**config.mk**
```make
export PLATFORM = sky130hd
export DESIGN_NAME = i2c_master_bit_engine
export DESIGN_NICKNAME = d
export VERILOG_FILES = /design/src/design/i2cm_pkg.sv /design/src/design/i2cm_step.sv /design/src/design/i2cm_out_reg.sv /design/src/design/i2c_master_bit_engine.sv
export VERILOG_INCLUDE_DIRS = /design/src /design/src/design
export SDC_FILE = /design/constraint.sdc
export NUM_CORES = 1
export LEC_CHECK = 0
export ABC_AREA = 0
export BUFFER_PORTS_ARGS = -buffer_cell sky130_fd_sc_hd__buf_2
export CAP_MARGIN = 20
export CORE_MARGIN = 2
export CORE_UTILIZATION = 55
export CTS_CLUSTER_SIZE = 8
export DETAILED_ROUTE_END_ITERATION = 16
export PLACE_DENSITY_LB_ADDON = 0.08
export SLEW_MARGIN = 10
export SYNTH_ARGS = -nofsm -noshare
export SYNTH_HDL_FRONTEND = slang
export SYNTH_HIERARCHICAL = 1
export SYNTH_SLANG_ARGS = --single-unit
```
**constraint.sdc**
```tcl
create_clock -name clk -period 2.93 [get_ports clk]
set_input_delay 0.7325 -clock clk [delete_from_list [all_inputs] [get_ports clk]]
set_output_delay 0.7325 -clock clk [all_outputs]
set_load 0.005 [all_outputs]
```
**src/design/i2c_master_bit_engine_assert.svh**
```systemverilog
// ----------------------------------------------------------------------------
// I2C master bit engine assertion macros
// Clocked property checks with and without a reset qualifier.
// ----------------------------------------------------------------------------
`ifndef I2C_MASTER_BIT_ENGINE_ASSERT_SVH
`define I2C_MASTER_BIT_ENGINE_ASSERT_SVH

`ifndef NO_ASSERTIONS
`define I2CM_ASSERT(label, clk, rst_n, prop, msg) \
  label: assert property (@(posedge clk) disable iff (!rst_n) prop) else $error(msg);
`define I2CM_ASSERT_ALWAYS(label, clk, prop, msg) \
  label: assert property (@(posedge clk) prop) else $error(msg);
`else
`define I2CM_ASSERT(label, clk, rst_n, prop, msg)
`define I2CM_ASSERT_ALWAYS(label, clk, prop, msg)
`endif

`endif

```
**src/design/i2cm_pkg.sv**
```systemverilog
// ----------------------------------------------------------------------------
// I2C master bit engine package
// Types, codes, reset values and helpers shared by the engine modules.
// ----------------------------------------------------------------------------
package i2cm_pkg;

  localparam int TPU_W     = 10;
  localparam int TMO_W     = 8;
  localparam int DLY_W     = 12;
  localparam int CFG_IDX_W = 1;

  localparam logic [TPU_W-1:0] TPU_RESET = 10'd100;
  localparam logic [TMO_W-1:0] TMO_RESET = 8'd250;

  localparam logic [CFG_IDX_W-1:0] REG_TICKS_PER_UNIT = 1'b0;
  localparam logic [CFG_IDX_W-1:0] REG_ACK_TIMEOUT    = 1'b1;

  localparam logic [3:0] BITS_PER_BYTE = 4'd8;

  typedef enum logic [2:0] {
    MODE_START = 3'd0,
    MODE_STOP  = 3'd1,
    MODE_WRITE = 3'd2,
    MODE_WACK  = 3'd3,
    MODE_READ  = 3'd4
  } cmd_mode_t;

  typedef enum logic [4:0] {
    PH_IDLE = 5'd0,
    PH_ST_A = 5'd1,
    PH_ST_B = 5'd2,
    PH_SP_A = 5'd3,
    PH_SP_B = 5'd4,
    PH_WR_D = 5'd5,
    PH_WR_H = 5'd6,
    PH_WR_L = 5'd7,
    PH_WA_R = 5'd8,
    PH_WA_H = 5'd9,
    PH_WA_P = 5'd10,
    PH_RD_L = 5'd11,
    PH_RD_H = 5'd12,
    PH_AK_L = 5'd13,
    PH_AK_H = 5'd14
  } phase_t;

  // Delay lengths as a left shift of one unit.
  localparam logic [1:0] UNITS_1 = 2'd0;
  localparam logic [1:0] UNITS_2 = 2'd1;
  localparam logic [1:0] UNITS_4 = 2'd2;

  typedef struct packed {
    logic       cmd_valid;
    logic [2:0] mode;
    logic [7:0] tx_byte;
    logic       ack_after_read;
    logic       sda_in;
  } in_item_t;

  typedef struct packed {
    phase_t           phase;
    logic [3:0]       bit_count;
    logic [7:0]       shift_reg;
    logic [DLY_W-1:0] delay_count;
    logic [TMO_W-1:0] timeout_count;
    logic             error_flag;
    logic             scl;
    logic             sda;
    logic             drv;
    logic [7:0]       rx_last;
    logic             ack_sel;
  } eng_state_t;

  typedef struct packed {
    logic       scl;
    logic       sda_out;
    logic       sda_drive;
    logic       busy_res;
    logic       done_res;
    logic [7:0] rx_byte;
    logic       ack_error;
  } result_t;

  localparam eng_state_t ST_RESET = '{
    phase:         PH_IDLE,
    bit_count:     4'd0,
    shift_reg:     8'd0,
    delay_count:   '0,
    timeout_count: '0,
    error_flag:    1'b0,
    scl:           1'b1,
    sda:           1'b1,
    drv:           1'b1,
    rx_last:       8'd0,
    ack_sel:       1'b0
  };

  // Last tick index of a phase lasting 1, 2 or 4 units; a zero unit acts as one tick.
  function automatic logic [DLY_W-1:0] unit_delay(input logic [1:0] sh,
                                                  input logic [TPU_W-1:0] tpu);
    logic [DLY_W-1:0] t;
    t = (tpu == '0) ? DLY_W'(1) : DLY_W'(tpu);
    return (t << sh) - DLY_W'(1);
  endfunction

endpackage

```
**src/design/i2cm_step.sv**
```systemverilog
// ----------------------------------------------------------------------------
// I2C master bit engine step logic
// Next engine state and result for one tick from the current state.
// ----------------------------------------------------------------------------
module i2cm_step
  import i2cm_pkg::*;
(
  input  eng_state_t       st,
  input  in_item_t         item,
  input  logic [TPU_W-1:0] tpu,
  input  logic [TMO_W-1:0] ack_timeout,
  output eng_state_t       st_nxt,
  output result_t          res
);

  logic             done;
  logic [3:0]       bc_inc;
  logic [7:0]       shl;
  logic [DLY_W-1:0] d1;
  logic [DLY_W-1:0] d2;
  logic [DLY_W-1:0] d4;

  function automatic eng_state_t enter(input eng_state_t s, input phase_t ph,
                                       input logic [DLY_W-1:0] dly, input logic scl,
                                       input logic sda, input logic drv);
    eng_state_t r;
    r             = s;
    r.phase       = ph;
    r.delay_count = dly;
    r.scl         = scl;
    r.sda         = sda;
    r.drv         = drv;
    return r;
  endfunction

  assign bc_inc = st.bit_count + 4'd1;
  assign shl    = {st.shift_reg[6:0], 1'b0};
  assign d1     = unit_delay(UNITS_1, tpu);
  assign d2     = unit_delay(UNITS_2, tpu);
  assign d4     = unit_delay(UNITS_4, tpu);

  always_comb begin
    st_nxt = st;
    done   = 1'b0;
    if (st.phase == PH_IDLE) begin
      if (item.cmd_valid) begin
        case (item.mode)
          MODE_START: st_nxt = enter(st, PH_ST_A, d4, 1'b1, 1'b1, 1'b1);
          MODE_STOP:  st_nxt = enter(st, PH_SP_A, d4, 1'b0, 1'b0, 1'b1);
          MODE_WRITE: begin
            st_nxt           = enter(st, PH_WR_D, d2, 1'b0, item.tx_byte[7], 1'b1);
            st_nxt.shift_reg = item.tx_byte;
            st_nxt.bit_count = 4'd0;
          end
          MODE_WACK:  st_nxt = enter(st, PH_WA_R, d1, st.scl, 1'b1, 1'b0);
          MODE_READ: begin
            st_nxt           = enter(st, PH_RD_L, d2, 1'b0, st.sda, 1'b0);
            st_nxt.shift_reg = 8'd0;
            st_nxt.bit_count = 4'd0;
            st_nxt.ack_sel   = item.ack_after_read;
          end
          default: st_nxt = st;
        endcase
      end
    end else if (st.phase == PH_WA_P) begin
      if (!item.sda_in) begin
        st_nxt.scl        = 1'b0;
        st_nxt.error_flag = 1'b0;
        st_nxt.phase      = PH_IDLE;
        done              = 1'b1;
      end else if (st.timeout_count >= ack_timeout) begin
        st_nxt            = enter(st, PH_SP_A, d4, 1'b0, 1'b0, 1'b1);
        st_nxt.error_flag = 1'b1;
      end else begin
        st_nxt.timeout_count = st.timeout_count + TMO_W'(1);
      end
    end else if (st.delay_count != '0) begin
      st_nxt.delay_count = st.delay_count - DLY_W'(1);
    end else begin
      case (st.phase)
        PH_ST_A: st_nxt = enter(st, PH_ST_B, d4, 1'b1, 1'b0, 1'b1);
        PH_ST_B: begin
          st_nxt.scl   = 1'b0;
          st_nxt.phase = PH_IDLE;
          done         = 1'b1;
        end
        PH_SP_A: st_nxt = enter(st, PH_SP_B, d4, 1'b1, 1'b1, 1'b1);
        PH_SP_B: begin
          st_nxt.phase = PH_IDLE;
          done         = 1'b1;
        end
        PH_WR_D: st_nxt = enter(st, PH_WR_H, d2, 1'b1, st.sda, 1'b1);
        PH_WR_H: st_nxt = enter(st, PH_WR_L, d2, 1'b0, st.sda, 1'b1);
        PH_WR_L: begin
          if (bc_inc >= BITS_PER_BYTE) begin
            st_nxt.phase = PH_IDLE;
            done         = 1'b1;
          end else begin
            st_nxt           = enter(st, PH_WR_D, d2, 1'b0, shl[7], 1'b1);
            st_nxt.shift_reg = shl;
          end
          st_nxt.bit_count = bc_inc;
        end
        PH_WA_R: st_nxt = enter(st, PH_WA_H, d1, 1'b1, 1'b1, 1'b0);
        PH_WA_H: begin
          st_nxt               = enter(st, PH_WA_P, '0, 1'b1, 1'b1, 1'b0);
          st_nxt.timeout_count = '0;
        end
        PH_RD_L: begin
          st_nxt           = enter(st, PH_RD_H, d1, 1'b1, st.sda, 1'b0);
          st_nxt.shift_reg = {st.shift_reg[6:0], item.sda_in};
        end
        PH_RD_H: begin
          if (bc_inc >= BITS_PER_BYTE) begin
            st_nxt         = enter(st, PH_AK_L, d2, 1'b0, !st.ack_sel, 1'b1);
            st_nxt.rx_last = st.shift_reg;
          end else begin
            st_nxt = enter(st, PH_RD_L, d2, 1'b0, st.sda, 1'b0);
          end
          st_nxt.bit_count = bc_inc;
        end
        PH_AK_L: st_nxt = enter(st, PH_AK_H, d2, 1'b1, st.sda, 1'b1);
        PH_AK_H: begin
          st_nxt.scl   = 1'b0;
          st_nxt.phase = PH_IDLE;
          done         = 1'b1;
        end
        default: st_nxt.phase = PH_IDLE;
      endcase
    end
  end

  always_comb begin
    res.scl       = st_nxt.scl;
    res.sda_out   = st_nxt.sda;
    res.sda_drive = st_nxt.drv;
    res.busy_res  = (st_nxt.phase != PH_IDLE);
    res.done_res  = done;
    res.rx_byte   = st_nxt.rx_last;
    res.ack_error = st_nxt.error_flag;
  end

endmodule

```
**src/design/i2cm_out_reg.sv**
```systemverilog
// ----------------------------------------------------------------------------
// I2C master bit engine result register
// Holds one finished result until the receiving side takes it.
// ----------------------------------------------------------------------------
module i2cm_out_reg
  import i2cm_pkg::*;
(
  input  logic    clk,
  input  logic    rst_n,
  input  logic    load,
  input  result_t res,
  input  logic    out_stall,
  output logic    out_valid,
  output logic    slot_free,
  output result_t out_res
);

  logic    out_v_r;
  logic    out_v_nxt;
  result_t res_r;

  assign slot_free = !out_v_r || !out_stall;
  assign out_valid = out_v_r;
  assign out_res   = res_r;

  always_comb begin
    out_v_nxt = out_v_r;
    if (load) begin
      out_v_nxt = 1'b1;
    end else if (!out_stall) begin
      out_v_nxt = 1'b0;
    end
  end

  always_ff @(posedge clk) begin
    if (!rst_n) begin
      out_v_r <= 1'b0;
    end else begin
      out_v_r <= out_v_nxt;
    end
  end

  always_ff @(posedge clk) begin
    if (load) begin
      res_r <= res;
    end
  end

endmodule

```
**src/design/i2c_master_bit_engine.sv**
```systemverilog
// ----------------------------------------------------------------------------
// I2C master bit engine
// Steps an I2C master waveform one tick per request and reports pins and status.
// ----------------------------------------------------------------------------
//  Channel | Direction | Handshake        | Payload
//  in_     | input     | in_valid/stall   | cmd_valid, mode, tx_byte, ack, sda_in
//  out_    | output    | out_valid/stall  | scl, sda, drive, busy, done, rx, error
//  cfg_    | input     | cfg_valid/ready  | cfg_index, cfg_data
//
// One request is taken every cycle unless the output stalls. It waits in the
// input register; then the step logic loads its result into the result register.
// The engine state register updates once per processed request.
// Reset loads ticks_per_unit 100, ack_timeout 250 and the idle engine state.
// An output stall holds the result register and then the input register.
// ----------------------------------------------------------------------------
`include "i2c_master_bit_engine_assert.svh"

module i2c_master_bit_engine
  import i2cm_pkg::*;
(
  input  logic                 clk,
  input  logic                 rst_n,
  input  logic                 in_valid,
  output logic                 in_stall,
  input  logic                 in_cmd_valid,
  input  logic [2:0]           in_mode,
  input  logic [7:0]           in_tx_byte,
  input  logic                 in_ack_after_read,
  input  logic                 in_sda_in,
  output logic                 out_valid,
  input  logic                 out_stall,
  output logic                 out_scl,
  output logic                 out_sda_out,
  output logic                 out_sda_drive,
  output logic                 out_busy_res,
  output logic                 out_done_res,
  output logic [7:0]           out_rx_byte,
  output logic                 out_ack_error,
  input  logic                 cfg_valid,
  output logic                 cfg_ready,
  input  logic [CFG_IDX_W-1:0] cfg_index,
  input  logic [TPU_W-1:0]     cfg_data
);

  logic             in_v_r;
  logic             in_v_nxt;
  in_item_t         item_r;
  logic             accept;
  logic             proc;
  logic             slot_free;
  eng_state_t       st_r;
  eng_state_t       st_nxt;
  result_t          res;
  result_t          out_res;
  logic [TPU_W-1:0] tpu_r;
  logic [TMO_W-1:0] tmo_r;

  assign cfg_ready = 1'b1;
  assign proc      = in_v_r && slot_free;
  assign in_stall  = in_v_r && !slot_free;
  assign accept    = in_valid && !in_stall;

  always_comb begin
    in_v_nxt = in_v_r;
    if (accept) begin
      in_v_nxt = 1'b1;
    end else if (proc) begin
      in_v_nxt = 1'b0;
    end
  end

  always_ff @(posedge clk) begin
    if (!rst_n) begin
      in_v_r <= 1'b0;
      st_r   <= ST_RESET;
      tpu_r  <= TPU_RESET;
      tmo_r  <= TMO_RESET;
    end else begin
      in_v_r <= in_v_nxt;
      if (proc) begin
        st_r <= st_nxt;
      end
      if (cfg_valid && cfg_ready) begin
        case (cfg_index)
          REG_TICKS_PER_UNIT: tpu_r <= cfg_data;
          REG_ACK_TIMEOUT:    tmo_r <= cfg_data[TMO_W-1:0];
          default:            tpu_r <= tpu_r;
        endcase
      end
    end
  end

  always_ff @(posedge clk) begin
    if (accept) begin
      item_r <= '{cmd_valid:      in_cmd_valid,
                  mode:           in_mode,
                  tx_byte:        in_tx_byte,
                  ack_after_read: in_ack_after_read,
                  sda_in:         in_sda_in};
    end
  end

  i2cm_step u_step (
    .st          (st_r),
    .item        (item_r),
    .tpu         (tpu_r),
    .ack_timeout (tmo_r),
    .st_nxt      (st_nxt),
    .res         (res)
  );

  i2cm_out_reg u_out (
    .clk       (clk),
    .rst_n     (rst_n),
    .load      (proc),
    .res       (res),
    .out_stall (out_stall),
    .out_valid (out_valid),
    .slot_free (slot_free),
    .out_res   (out_res)
  );

  assign out_scl       = out_res.scl;
  assign out_sda_out   = out_res.sda_out;
  assign out_sda_drive = out_res.sda_drive;
  assign out_busy_res  = out_res.busy_res;
  assign out_done_res  = out_res.done_res;
  assign out_rx_byte   = out_res.rx_byte;
  assign out_ack_error = out_res.ack_error;

  property p_delay_counts_down;
    proc && st_r.delay_count != '0 && st_r.phase != PH_IDLE && st_r.phase != PH_WA_P
      |=> st_r.delay_count == $past(st_r.delay_count) - DLY_W'(1);
  endproperty

  property p_timeout_stop;
    $rose(st_r.error_flag) |-> $past(st_r.phase) == PH_WA_P && st_r.phase == PH_SP_A;
  endproperty

  `I2CM_ASSERT(a_held_item_kept, clk, rst_n, in_v_r && !proc |=> in_v_r, "held request lost")
  `I2CM_ASSERT(a_delay_counts_down, clk, rst_n, p_delay_counts_down, "delay count skipped")
  `I2CM_ASSERT(a_timeout_stop, clk, rst_n, p_timeout_stop, "timeout without stop")

endmodule

```
==> results.yml, run 1 <==
pwr:
  power-per-cell-area_mw_per_mm2: 442.9
  vdd.ir_drop.worst_mv: 0.3121
  leakage_uw: 0.003051
  total_power_uw: 3546
placement:
  place.gp.congestion: 0.9664
  dp_hpwl_um: 15910
  dpl_worst_slack_ns: 0.1077
  numPortBuffers: 45
  cells_after_dpl: 1092
worst_hold_path:
  worstHoldPathType: "reg -> reg"
  hp-start: "st_r[8]$_SDFFE_PN0P_"
synth:
  synthesis.area_mm2: 0.007096
  yosysTopAreaCellShare: 0.1975
  synth.top_cells.by_count: "110 x sky130_fd_sc_hd__nand2_1, 70 x sky130_fd_sc_hd__dfxtp_1, 54 x sky130_fd_sc_hd__nand4_1"
  synth_area_leaders: "sky130_fd_sc_hd__dfxtp_1 20%, sky130_fd_sc_hd__edfxtp_1 12%, sky130_fd_sc_hd__nand2_1 5.8%, sky130_fd_sc_hd__nand4_1 4.8%, sky130_fd_sc_hd__o21ai_2 4.4%"
  synth_enable_flop_cells: 28
  netlist_instances: 892
  synth.net_count: 934
  synth_cell_type_count: 79
  synth-seq-cells: 98
  postSynth.asyncResetShare: 0
  postSynthAreaPerCell_um2: 7.955
  synth_top_area_cell: "sky130_fd_sc_hd__dfxtp_1"
  synthesis.yosys.warnings: 6
  synth-main-ff-cell: "sky130_fd_sc_hd__dfxtp_1"
  yosysSeqAreaShare: 0.3160
  yosys.cell_count.top_type: "sky130_fd_sc_hd__nand2_1"
floorplanning:
  die_height_um: 117.6
  area_of_the_core_mm2: 0.01262
  floorplan_die_area_mm2: 0.01383
  io_pins: 47
  fp-row-count: 41
  effective_utilization_at_floorplan: 0.5623
  die_x_um: 117.6
drt:
  via_count: 7357
  vias_per_cell: 6.634
  drt_pre_antenna_iters: 6
  detail_route.drc_violations: 0
  wire_per_inst_um: 20.53
  ant_nets: 0
  routed_wirelength_um: 22770
  dr.first_iter.drc_count: 886
run_status:
  outcome: "complete, no violations"
critical_path:
  critical-path-max-stage-delay_ns: 0.38
  worst_path_cell_trace: "nor4_1 -> and3_1 -> or2_2 -> inv_2 -> ha_2 -> nor3b_4 -> nand2_1 -> xor2_4 -> o221ai_1 -> o2111ai_1 -> o211ai_1 -> nand4_1 -> o21ai_2"
  worstPathArrival_ns: 3.00
  cp_slowest_cell: "sky130_fd_sc_hd__dfxtp_1"
  setup.worst_path.start: "tpu_r[1]$_SDFFE_PN0P_"
  timing.critical_path.required_ns: 3.17
  critical_path.max_fanout: 7
  worstSetupEndpointType: "flop"
  reg2reg_from: "tpu_r[1]$_SDFFE_PN0P_"
  timing.setup.critical_path_class: "reg -> reg"
  cp-start-kind: "flop"
sta:
  final-max-slew-violation-count: 0
  finalCriticalPeriod_ns: 2.761
  max_slew.worst_pin.slew_ns: 0.7268
  finalHoldViolations: 0
  max_freq_ghz: 0.3622
  fin_worst_hold_slack_ns: 0.4598
  setup_viol_count_final: 0
  slew-limit-headroom: 0.5120
  finalClockSkew_ns: 0.01163
  timing.final.crit_share: 0.9424
  finalWorstSetupSlack_ns: 0.1689
clocking:
  cts_tree: "done"
  clock_root_buffer: "sky130_fd_sc_hd__clkbuf_16"
  cts_inserted_buffers: 9
  clock-sinks: 98
  htree_levels: 3
  clkTransAtPathRegs_ns: 0.08
  max-clock-path-buffers: 2
  clkLatencyLatePin_ns: 0.36
final_layout:
  diodes: 0
  final_nets: 974
  final_layout_size_suffix_gt1_frac: 0.2220
  layout-area-overhead-vs-synth_pct: 12.84
  instances_no_fill: 1109
global_routing:
  grt_pass1_wl_um: 36890
  grt_antenna_before_repair: 0
  groute.usage.overall: 0.3304
  grt_max_degree: 61
  global_route.overflow_total: 0
  number_of_global_route_vias_before_repair: 7037
run:
  timing.max_cap.violations: 0
-- metal layers --
metal  vias up  global-route usage  part of all wire
met1      3450              0.4445              0.42
met2       398              0.5080              0.45
li1       3428                   -                 -
met4         0              0.1642             0.041
met5         -                   0                 0
met3        81             0.06444             0.092
-- worst paths after layout --
check                               end  slack [ns]  cells past startpoint
setup reg to reg  st_r[29]$_SDFFE_PN0P_        0.17                     13
setup / recovery  st_r[29]$_SDFFE_PN0P_        0.17                     13
hold reg to reg    st_r[8]$_SDFFE_PN0P_        0.46                      2
hold / removal     st_r[8]$_SDFFE_PN0P_        0.46                      2
-- stage by stage --
step	TNS, ns	instance area (µm²)	utilization
2_1_floorplan	0	7118	-
5_1_grt	-0.01730	8006	0.6344
6_report	0	8006	0.6344
4_1_cts	0	7958	0.6306
3_3_place_gp	0	7644	0.6057
3_5_place_dp	0	7644	0.6057
-- repair_timing --
action | 4_1_cts | 5_1_grt
resized for setup | 0 | 10
hold buffers | 0 | 0
setup buffers | 0 | 1
setup endpoints to repair | 0 | 12
-- registers in the layout (all words and copies together) (netlist names) --
register and flops:
in_v_r 1, tpu_r 10, item_r 14, tmo_r 8, u_out/out_valid 1, st_r 50
u_out/out_res 14
-- critical path: cells and delay by family (launching register included) --
family          cells  cell delay, ns
compound gates      4            0.59
xor+xnor            1            0.25
fa+ha+maj           1            0.21
buf+inv             1            0.10
flops               1            0.38
simple gates        6            1.13
-- logic make-up after synthesis --
kind of cell             after synthesis  share of synthesized area
AND/OR/NAND/NOR                      337                     0.2437
flip-flops                            98                     0.3160
buffers and inverters                121                    0.08411
AO/OA/AOI/OAI                        290                     0.2865
XOR/XNOR                              13                    0.01605
adder cells (fa/ha/maj)               12                    0.02116
other                                  1                  0.0005285
multiplexers                          20                    0.03192
-- final cells by class --
cell class,instances,area [µm²]
clock buffer,10,250.2
clock inverter,6,63.81
fill,1119,4613
inverter,35,131.4
multi-input combinational,673,4324
sequential,98,2243
tap,172,215.2
timing repair buffer,115,778.2
-- power by group --
part           switching, µW  total (µW)  internal, µW  leakage (µW)
Combinational            479         768           288       0.00207
Sequential              62.0        1510          1450      0.000832
Clock                    612        1270           655      0.000151
Total                   1150        3550          2390       0.00305
-- cell usage in the layout (no fill, tap or decap), types with 13 or more instances in the layout --
cell type,count
sky130_fd_sc_hd__a21oi_1,47
sky130_fd_sc_hd__inv_1,33
sky130_fd_sc_hd__nand3_1,36
sky130_fd_sc_hd__a211oi_1,16
sky130_fd_sc_hd__nand4_1,54
sky130_fd_sc_hd__o21ai_0,52
sky130_fd_sc_hd__nand2_1,109
sky130_fd_sc_hd__nor3_1,13
sky130_fd_sc_hd__o211ai_1,21
sky130_fd_sc_hd__edfxtp_1,28
sky130_fd_sc_hd__buf_4,69
sky130_fd_sc_hd__nor2_1,48
sky130_fd_sc_hd__dfxtp_1,69
sky130_fd_sc_hd__o221ai_1,16
sky130_fd_sc_hd__o21ai_2,36
sky130_fd_sc_hd__buf_2,44
(Power assumes the default switching activity.)
==> inputs of run 2 (changes only) <==
CORE_ASPECT_RATIO = 2   (was default)
clock period = 2.4 ns   (was 2.93 ns; I/O delays follow)
==> run 2 against run 1 <==
Compared with the run above: the flow now finishes with violations (setup timing); sequential cell count is the same; clock skew is essentially flat; final area grew 17%; fmax grew 6.5%; highest routed layer unchanged.
==> results.yml, run 2 (synthesis gave the netlist of run 1 again) <==
sta:
  max_slew.worst_pin.slew_ns: 0.6318
  finalWorstSetupSlack_ns: -0.1916
  final-max-slew-violation-count: 0
  finalClockSkew_ns: 0.01117
  rsz0062_at_grt: "yes"
  finalCriticalPeriod_ns: 2.592
  slew-limit-headroom: 0.5788
  setup_viol_count_final: 28
  max_freq_ghz: 0.3859
  timing.final.crit_share: 1.080
  finalHoldViolations: 0
floorplanning:
  area_of_the_core_mm2: 0.01255
  effective_utilization_at_floorplan: 0.5652
  die_x_um: 84.32
  fp-row-count: 58
  floorplan_die_area_mm2: 0.01388
  die_height_um: 164.6
  io_pins: 47
final_layout:
  multi_input_combinational_cell_area_mm2: 0.004788
  largest_reg_flops: 50
  final_layout_size_suffix_gt1_frac: 0.3843
  final.fill_count: 930
  final_nets: 1083
  diodes: 0
  layout-area-overhead-vs-synth_pct: 32.13
  regMostFlops: "st_r"
  sequential_cell_area_mm2: 0.002267
  most_common_cell_after_layout_fill_and_taps_aside: "sky130_fd_sc_hd__buf_4"
  mostFrequentLayoutCells: "160 x sky130_fd_sc_hd__buf_4, 108 x sky130_fd_sc_hd__nand2_1, 54 x sky130_fd_sc_hd__nand4_1"
pwr:
  power_frac_seq: 0.402
  p_comb_frac: 0.273
  total_power_uw: 4581
  power-per-cell-area_mw_per_mm2: 488.6
  p_int_uw: 3057
  p_sw_frac: 0.3327
  p_sw_uw: 1524
  leakage_uw: 0.003727
  clockPowerShare: 0.326
  vdd.ir_drop.worst_mv: 0.5298
run_status:
  outcome: "complete, but fails checks"
  failed_checks: "setup timing"
clocking:
  clock-sinks: 98
  cts_tree: "done"
  htree_levels: 3
  cts_hold_buf: 0
  max-clock-path-buffers: 2
  clock_root_buffer: "sky130_fd_sc_hd__clkbuf_16"
  cts_inserted_buffers: 9
  clkLatencyLatePin_ns: 0.35
  clkTransAtPathRegs_ns: 0.08
drt:
  wire_per_inst_um: 23.41
  routed_wirelength_um: 28000
  drt_pre_antenna_iters: 8
  detail_route.drc_violations: 0
  dr.first_iter.drc_count: 689
  ant_nets: 0
  vias_per_cell: 6.841
  via_count: 8182
critical_path:
  critical_path_depth: 14
  critical_path.max_fanout: 7
  timing.critical_path.max_delay_family: "simple AND/OR/NAND/NOR gates"
  cp-endpoint: "st_r[27]$_SDFFE_PN0P_"
  critical-path-max-stage-delay_ns: 0.35
  reg2reg_from: "tpu_r[4]$_SDFFE_PN0P_"
  timing.setup.critical_path_class: "reg -> reg"
  ff2ff_path_depth: 14
  worst_path_cell_trace: "nor4_4 -> and3_4 -> or2_4 -> inv_4 -> ha_4 -> nor3b_4 -> nand2_2 -> xor2_2 -> buf_6 -> o221ai_2 -> a32oi_1 -> o2111ai_1 -> nand4_1 -> o21ai_2"
  cp-start-kind: "flop"
  worstPathBufferInverterCount: 2
  timing.critical_path.required_ns: 2.64
  setup.worst_path.start: "tpu_r[4]$_SDFFE_PN0P_"
  cp_slowest_cell: "sky130_fd_sc_hd__dfxtp_2"
  worst_r2r_endpoint: "st_r[27]$_SDFFE_PN0P_"
  worstSetupEndpointType: "flop"
  worstPathArrival_ns: 2.83
  timing.reg2reg.setup_slack_ns: -0.19
global_routing:
  number_of_global_route_vias_before_repair: 8443
  grt_pass1_wl_um: 43490
  groute.usage.overall: 0.3999
  grt_antenna_before_repair: 0
  grt_max_degree: 64
  global_route.overflow_total: 0
run:
  timing.max_cap.violations: 0
placement:
  place.gp.congestion: 1.074
  dpl_worst_slack_ns: -0.2425
  dp_hpwl_um: 19650
  numPortBuffers: 45
worst_hold_path:
  worstHoldPathType: "in -> reg"
## run 2: power groups by stage
stage	combinational, µW	clock, µW	sequential [µW]
after global routing	1320	1560	1850
final	1250	1490	1840
after global placement	1070	0	1870
after CTS	1140	1510	1840
after detailed placement	1090	0	1870
after floorplan	634	0	1860
## run 2: area by class of cell
type                    instances  area share
multi-input cells             674      0.5107
clock buffers                   9     0.02402
clock inverters                 7    0.008675
repair buffers                223      0.1804
inverters                      35     0.01428
flip-flops and latches         98      0.2418
well taps                     150     0.02002
## run 2: repair_timing
item | in CTS | in global routing
resized for setup | 52 | 66
pin swaps | 39 | 37
buffers inserted | 8 | 10
cloned | 1 | 0
endpoints found under the setup margin | 37 | 57
## run 2: worst register-to-register path: cells and delay by family (launching register included)
family                     cells  cell delay (ns)
DFF                            1             0.35
AOI/OAI and AO/OA              4             0.52
buffers and inverters          2             0.22
adders and majority gates      1             0.14
and+or+nand+nor                6             1.03
xor gates and xnor gates       1             0.23
## run 2: per-stage QoR
step / TNS [ns] / std cells / utilization / hold WS, ns / cell area (µm²)
finish: -1.691 / 1196 / 0.7468 / 0.4224 / 9375
CTS: -0.8278 / 1187 / 0.7198 / 0.4175 / 9036
global route: -4.345 / 1196 / 0.7468 / 0.4133 / 9375
detailed placement: -2.972 / 1163 / 0.6754 / 0.4548 / 8479
global placement: -1.596 / 1163 / 0.6754 / 0.4436 / 8479
floorplan: -1.865 / 892 / - / 0.4285 / 7264
## run 2: worst min-delay path by stage
stage	end	from	cells past startpoint
after floorplan	st_r[12]$_SDFFE_PN0P_	st_r[12]$_SDFFE_PN0P_	2
after global placement	st_r[8]$_SDFFE_PN0P_	st_r[8]$_SDFFE_PN0P_	2
after detailed placement	st_r[4]$_SDFFE_PN0P_	st_r[4]$_SDFFE_PN0P_	2
after CTS	item_r[0]$_DFFE_PP_	in_sda_in	1
after global routing	item_r[0]$_DFFE_PP_	in_sda_in	1
final	item_r[0]$_DFFE_PP_	in_sda_in	1
## run 2: metal layers
metal	track usage	vias up	routed length, µm
met1	0.4158	3849	9660
met3	0.06547	187	1758
met4	0.2742	0	2463
li1	-	3657	-
met2	0.7229	489	14120
met5	0	-	0
